===== config.mk =====
export PLATFORM = sky130hd
export DESIGN_NAME = rsps_sqrt_pipe
export DESIGN_NICKNAME = d
export VERILOG_FILES = /design/src/rsps_sqrt_pipe.sv
export SDC_FILE = /design/constraint.sdc
export NUM_CORES = 2
export LEC_CHECK = 0
export BUFFER_PORTS_ARGS = -buffer_cell sky130_fd_sc_hd__buf_2
export CORE_UTILIZATION = 40
export DETAILED_ROUTE_END_ITERATION = 10
export GPL_TIMING_DRIVEN = 0
export SYNTH_ARGS = -nofsm -noshare
export SYNTH_HDL_FRONTEND = slang
export SYNTH_SLANG_ARGS = --single-unit

===== constraint.sdc =====
create_clock -name aclk -period 7.16 [get_ports aclk]
set_input_delay 0.716 -clock aclk [delete_from_list [all_inputs] [get_ports aclk]]
set_output_delay 0.716 -clock aclk [all_outputs]
set_load 0.02 [all_outputs]

===== src/rsps_sqrt_pipe.sv =====
// ----------------------------------------------------------------------------
// rsps_sqrt_pipe: pipelined integer square root
// One result bit per register stage, remainder form, with a sideband word
// and a valid bit carried through every stage. Stages hold while en is low.
// ----------------------------------------------------------------------------
`default_nettype none

module rsps_sqrt_pipe #(
    parameter int W      = 60,   // radicand width, at least 2*N-1
    parameter int N      = 30,   // root width
    parameter int SIDE_W = 8
) (
    input  wire logic              aclk,
    input  wire logic              aresetn,
    input  wire logic              en,
    input  wire logic              in_vld,
    input  wire logic [W-1:0]      in_val,
    input  wire logic [SIDE_W-1:0] in_side,
    output logic                   out_vld,
    output logic [N-1:0]           out_root,
    output logic [SIDE_W-1:0]      out_side
);

    logic              vld_reg  [N];
    logic [W-1:0]      rem_reg  [N];
    logic [N-1:0]      root_reg [N];
    logic [SIDE_W-1:0] side_reg [N];

    for (genvar k = 0; k < N; k++) begin : g_st
        localparam int B = N - 1 - k;
        logic              v_in;
        logic [W-1:0]      rem_in;
        logic [N-1:0]      root_in;
        logic [SIDE_W-1:0] side_in;
        logic [W:0]        trial;
        logic              take;

        if (k == 0) begin : g_first
            assign v_in    = in_vld;
            assign rem_in  = in_val;
            assign root_in = '0;
            assign side_in = in_side;
        end else begin : g_next
            assign v_in    = vld_reg[k-1];
            assign rem_in  = rem_reg[k-1];
            assign root_in = root_reg[k-1];
            assign side_in = side_reg[k-1];
        end

        // trial subtrahend (2r + 2^B) * 2^B
        assign trial = ({{(W+1-N){1'b0}}, root_in} << (B + 1))
                     + ((W+1)'(1) << (2 * B));
        assign take  = {1'b0, rem_in} >= trial;

        always_ff @(posedge aclk) begin
            if (!aresetn) begin
                vld_reg[k] <= 1'b0;
            end else if (en) begin
                vld_reg[k] <= v_in;
            end
        end

        always_ff @(posedge aclk) begin
            if (en) begin
                rem_reg[k]  <= take ? rem_in - trial[W-1:0] : rem_in;
                root_reg[k] <= take ? (root_in | (N'(1) << B)) : root_in;
                side_reg[k] <= side_in;
            end
        end
    end

    assign out_vld  = vld_reg[N-1];
    assign out_root = root_reg[N-1];
    assign out_side = side_reg[N-1];

endmodule

`default_nettype wire

; ---- After elaboration in Yosys (flattened, before gate mapping)
; Memory sizes are Yosys's and may differ from the RTL's.
; Cells that the tools add are included.
[totals]
n_memories = 4
ramBits = 2970
output_inout_bits = 39
ff_bits = 0
[op_classes]
n_bitwise = 30
addsub = 59
n_mux = 95
n_lt_le_gt_ge = 30
[mem_list]
columns = memory, depth, word_bits, rd, rd_ports_with_merged_regs, write_ports, line_no
row1 = rem_reg, 30, 60, 29, 0, 30, 25  ; logic [W-1:0] rem_reg [N];
row2 = root_reg, 30, 30, 30, 0, 30, 26  ; logic [N-1:0] root_reg [N];
row3 = side_reg, 30, 8, 30, 0, 30, 27  ; logic [SIDE_W-1:0] side_reg [N];
row4 = vld_reg, 30, 1, 30, 0, 30, 24  ; logic vld_reg [N];
[ops]
columns = cell, n
row1 = 60-bit two-way mux, 30
row2 = "59-bit by 57-bit adder with 60-bit output, second input constant", 1
row3 = 60-bit by 32-bit >= comparator with 1-bit output, 1
row4 = 60-bit by 33-bit >= comparator with 1-bit output, 1
row5 = 60-bit by 34-bit >= comparator with 1-bit output, 1
row6 = 60-bit by 35-bit >= comparator with 1-bit output, 1
row7 = 60-bit by 36-bit >= comparator with 1-bit output, 1
row8 = 60-bit by 37-bit >= comparator with 1-bit output, 1
row9 = 60-bit by 38-bit >= comparator with 1-bit output, 1
row10 = 60-bit by 39-bit >= comparator with 1-bit output, 1
row11 = 60-bit by 40-bit >= comparator with 1-bit output, 1
row12 = 60-bit by 41-bit >= comparator with 1-bit output, 1
row13 = 60-bit by 42-bit >= comparator with 1-bit output, 1
row14 = 60-bit by 43-bit >= comparator with 1-bit output, 1
row15 = 60-bit by 44-bit >= comparator with 1-bit output, 1
row16 = 60-bit by 45-bit >= comparator with 1-bit output, 1
row17 = 60-bit by 46-bit >= comparator with 1-bit output, 1
row18 = 60-bit by 47-bit >= comparator with 1-bit output, 1
row19 = 60-bit by 48-bit >= comparator with 1-bit output, 1
row20 = 60-bit by 49-bit >= comparator with 1-bit output, 1
row21 = 60-bit by 50-bit >= comparator with 1-bit output, 1
row22 = 60-bit by 51-bit >= comparator with 1-bit output, 1
row23 = 60-bit by 52-bit >= comparator with 1-bit output, 1
row24 = 60-bit by 53-bit >= comparator with 1-bit output, 1
row25 = other kinds (97), 161

; ---- Longest topological paths before layout
[depth]
depth_word = 4
ltp_mapped = 15
ltp_nobuf = 13

; ---- Least setup slack after synthesis
; No wires, ideal clock.
[synth_path]
path_kind = flip-flop to flip-flop
from = mem rem_reg[15][47], in the netlist rem_reg[1][467]
to = mem rem_reg[16][40], in the netlist rem_reg[2][40], data pin
setup_ns = 0.260
stages_incl_launch_ff = 12
path_buffers = 2
t_arrival_ns = 3.236
slack_ns = 3.663
path_cell_list = edfxtp_1 -> or4_4 -> or4_1 -> buf_2 -> or3_4 -> or3_1 -> nor3_2 -> nand2_1 -> o21ai_4 -> inv_4 -> buf_6 -> mux2_4
[synth_lines]
columns = element, line_no
row1 = from (decl), 25

==> impl_metrics.prom <==
# TYPE chip_impl_metric gauge
chip_impl_metric{name="power.combinational.fraction",unit="%"} 19.0
chip_impl_metric{name="routed_wire_per_std_cell",unit="um"} 20.8
chip_impl_metric{name="finalCritPeriodShare",unit="%"} 81.4
chip_impl_metric{name="area_growth",unit="%"} 13.5
chip_impl_metric{name="netlist_instances",unit=""} 8650
chip_impl_info{name="holdCritPathClass",value="in2reg"} 1
chip_impl_metric{name="cp.buffers_inverters",unit=""} 3
chip_impl_metric{name="worst-endpoint-arrival",unit="ns"} 6.37
chip_impl_metric{name="initialDrtViolationCount",unit=""} 5424
chip_impl_metric{name="synth-edff-count",unit=""} 2474
chip_impl_metric{name="power_switching_share",unit="%"} 28.6
chip_impl_metric{name="detail_route.vias_per_cell",unit=""} 5.35
chip_impl_metric{name="max_freq",unit="MHz"} 172
chip_impl_metric{name="synth_seq_area_share",unit="%"} 65.5
chip_impl_info{name="setup.worst_path.end_class",value="flip-flop"} 1
chip_impl_metric{name="grt_max_degree",unit=""} 190
chip_impl_metric{name="p_leak",unit="nW"} 47.7
chip_impl_metric{name="grt_antenna_before_repair",unit=""} 7
chip_impl_metric{name="antenna_violating_nets_post_route",unit=""} 0
chip_impl_metric{name="synth.yosys.warnings",unit=""} 0
chip_impl_metric{name="cts_post_setup_buffers_inserted",unit=""} 0
chip_impl_metric{name="placed_area",unit="um2"} 119000
chip_impl_info{name="timing.setup.critical_path_class",value="reg2reg"} 1
chip_impl_metric{name="whs",unit="ns"} 0.104
chip_impl_metric{name="finalCriticalPeriod",unit="ns"} 5.83
chip_impl_metric{name="path_max_fanout",unit=""} 10
chip_impl_info{name="critical_path.cell_chain",value="ha_1, clkbuf_1, nand4_1, nor4_2, nand3_1, nand4_1, a21oi_1, nor2_1, clkbuf_1, clkbuf_1, a21oi_1"} 1
chip_impl_metric{name="final-instance-count-excl-fill",unit=""} 13078
chip_impl_metric{name="grt_pass1_wl",unit="um"} 414000
chip_impl_metric{name="grt_pass1_vias",unit=""} 70327
chip_impl_metric{name="globalRoute.totalOverflow",unit=""} 0
chip_impl_metric{name="p_per_area",unit="nW/um2"} 321
chip_impl_metric{name="mappedNetlistArea",unit="um2"} 114000
chip_impl_metric{name="pin_count",unit=""} 111
chip_impl_metric{name="dp.final_hpwl",unit="um"} 203000
chip_impl_metric{name="dr.pass1.iters",unit=""} 6
chip_impl_metric{name="numCtsBuffers",unit=""} 277
chip_impl_metric{name="routabilityCongestion",unit=""} 0.946
chip_impl_metric{name="chipWidth",unit="um"} 535
chip_impl_metric{name="power_frac_seq",unit="%"} 47.2
chip_impl_metric{name="via_count",unit=""} 69949
chip_impl_metric{name="clk_transition_reported_paths",unit="ns"} 0.06
chip_impl_info{name="tritoncts",value="yes"} 1
chip_impl_metric{name="finalWirelength",unit="um"} 272000
chip_impl_metric{name="drive_above_1_share",unit="%"} 7.22
chip_impl_info{name="timing.critical_path.from_type",value="flip-flop"} 1
chip_impl_metric{name="depth_of_the_cts_h_tree",unit=""} 5
chip_impl_metric{name="totalNegativeSetupSlack",unit="ns"} 0
chip_impl_info{name="grt_setup_unrepaired",value="no"} 1
chip_impl_metric{name="worst_skew_pair.late_latency",unit="ns"} 0.92
chip_impl_metric{name="vdd_ir_drop_max",unit="mV"} 0.234
chip_impl_metric{name="yosysTopAreaCellShare",unit="%"} 65.4
chip_impl_metric{name="synth.avg_cell_area",unit="um2"} 13.1
chip_impl_info{name="mostFrequentLayoutCells",value="sky130_fd_sc_hd__edfxtp_1 (2474), sky130_fd_sc_hd__inv_1 (628), sky130_fd_sc_hd__nor2_1 (585)"} 1
chip_impl_metric{name="p_int",unit="mW"} 29.5
chip_impl_metric{name="die-area",unit="um2"} 286000
chip_impl_metric{name="synthArstFlopShare",unit="%"} 0
chip_impl_info{name="clk_root_buffer_cell",value="sky130_fd_sc_hd__clkbuf_16"} 1
chip_impl_metric{name="largest_reg_flops",unit=""} 1740
chip_impl_info{name="layout.cells.most_common",value="sky130_fd_sc_hd__edfxtp_1"} 1
chip_impl_info{name="critical-path-top-delay-family",value="simple AND/OR/NAND/NOR gates"} 1
chip_impl_metric{name="core",unit="um2"} 282000
chip_impl_metric{name="timing.critical_path.required",unit="ns"} 7.71
chip_impl_metric{name="net-switching-power",unit="mW"} 11.9
chip_impl_info{name="crit_slowest_cell",value="sky130_fd_sc_hd__nor2_1"} 1
chip_impl_metric{name="maxSlewHeadroom",unit="%"} 6.59
chip_impl_metric{name="remaining_drc_errors",unit=""} 0
chip_impl_metric{name="track_usage",unit="%"} 18.7
chip_impl_metric{name="initial_utilization",unit="%"} 40.2
chip_impl_metric{name="clock-skew-final",unit="ns"} 0.126
chip_impl_metric{name="chipHeight",unit="um"} 535
chip_impl_metric{name="dp_cells",unit=""} 12519
chip_impl_metric{name="post-route-cell-area",unit="um2"} 129000
chip_impl_metric{name="cap_violations",unit=""} 0
chip_impl_metric{name="synthDistinctLibCells",unit=""} 91
chip_impl_metric{name="timing.final.hold_violations",unit=""} 0
chip_impl_metric{name="slew_at_the_pin_closest_to_its_max_slew_limit",unit="ns"} 1.37
chip_impl_info{name="synth_largest_area_cell",value="sky130_fd_sc_hd__edfxtp_1"} 1
chip_impl_metric{name="setup-violations-final",unit=""} 0
chip_impl_metric{name="clock_sinks",unit=""} 2475
chip_impl_metric{name="finalNetCount",unit=""} 9685
chip_impl_metric{name="io_buffers",unit=""} 110
chip_impl_info{name="status",value="finished clean"} 1
chip_impl_metric{name="syn_nets",unit=""} 9215
chip_impl_metric{name="count_of_pins_over_their_slew_limit",unit=""} 0
chip_impl_metric{name="number_of_buffers_on_the_longest_clock_path",unit=""} 4
chip_impl_metric{name="placementRows",unit=""} 195
chip_impl_metric{name="worst_path_largest_cell_delay",unit="ns"} 0.92
chip_impl_info{name="postSynth.topFlopCell",value="sky130_fd_sc_hd__edfxtp_1"} 1
chip_impl_info{name="netlist_top_cells_area",value="sky130_fd_sc_hd__edfxtp_1 (65%), sky130_fd_sc_hd__ha_1 (5.4%), sky130_fd_sc_hd__xnor2_1 (3.3%)"} 1
chip_impl_info{name="crit_path_frequent_cell",value="sky130_fd_sc_hd__clkbuf_1"} 1
chip_impl_metric{name="final_core_util",unit="%"} 45.6
chip_impl_metric{name="share_clk_of_total_power",unit="%"} 33.8
chip_impl_metric{name="synth_seq_cells",unit=""} 2475
kinds of logic (layout without fill, tap and decap cells):
group	Yosys count	count (layout)	synth area share, %
flip-flops	2475	2475	65.5
adder cells (fa/ha/maj)	493	493	5.43
other	0	2	0
XOR/XNOR	762	762	5.88
AO/OA/AOI/OAI	1583	1583	8.62
AND/OR/NAND/NOR	2459	2459	11.1
multiplexers	84	84	0.827
buffers and inverters	794	1477	2.64
per-stage QoR:
stage / worst slack [ns] / power, mW
finish: 1.33 / 41.4
global route: 1.28 / 43.4
CTS: 1.30 / 41.8
detailed placement: 1.31 / 27.6
global placement: -33.49 / 28.5
floorplan: 3.66 / 24.8
power by group through the flow:
stage               Combinational (mW)  Clock (mW)  Sequential [mW]
floorplan                         5.60           0             19.2
global placement                  7.63           0             20.9
detailed placement                7.78           0             19.8
CTS                               7.87        14.4             19.5
global route                      8.71        14.9             19.7
finish                            7.87        14.0             19.5
worst paths after layout:
kind | from | to | slack (ns) | cells past startpoint
max | rem_reg[3][19] | rem_reg[3][94] | 1.33 | 11
min | in_side[0] | side_reg[0][0] | 0.10 | 1
max reg2reg | rem_reg[3][19] | rem_reg[3][94] | 1.33 | 11
min reg2reg | rem_reg[1][36] | rem_reg[1][96] | 0.36 | 0
per-layer routing:
metal / wire length (um) / share of wire (%) / GRT usage, % / up-vias
met5: 76 / 0.028 / 0 / -
met3: 11400 / 4.2 / 2.64 / 606
met2: 146000 / 54 / 35.8 / 1823
met1: 103000 / 38 / 20.5 / 34062
met4: 11700 / 4.3 / 7.73 / 10
li1: - / - / - / 33448
Yosys cell counts (all sizes together) (155+ instances only):
cell    instances
a21o          205
a21oi         544
edfxtp       2474
ha            493
inv           630
nand2         475
nand3         155
nor2          586
nor3          255
nor4          273
o21ai         365
xnor2         431
xor2          331
worst register-to-register path: cells and delay by family, from the launching register on:
family          cells  cell delay (ns)
fa+ha+maj           1             0.30
buf+inv             3             1.82
flops               1             0.40
compound gates      2             0.26
simple gates        5             2.74
layout make-up:
class / instances / area [um2]
antenna: 2 / 5.00
buffer: 164 / 631
clock buffer: 324 / 7170
clock inverter: 168 / 1770
fill: 24816 / 153000
inverter: 630 / 2370
multi-input combinational: 5381 / 36200
sequential: 2475 / 74300
tap: 3743 / 4680
timing repair buffer: 191 / 1640
repair_timing:
action                                  4_1_cts  5_1_grt
gates resized for setup                       0        0
hold endpoints to repair                     65        0
hold buffers                                 65        0
endpoints found under the setup margin        0        0
No activity file was read; power rests on OpenSTA's default activity.
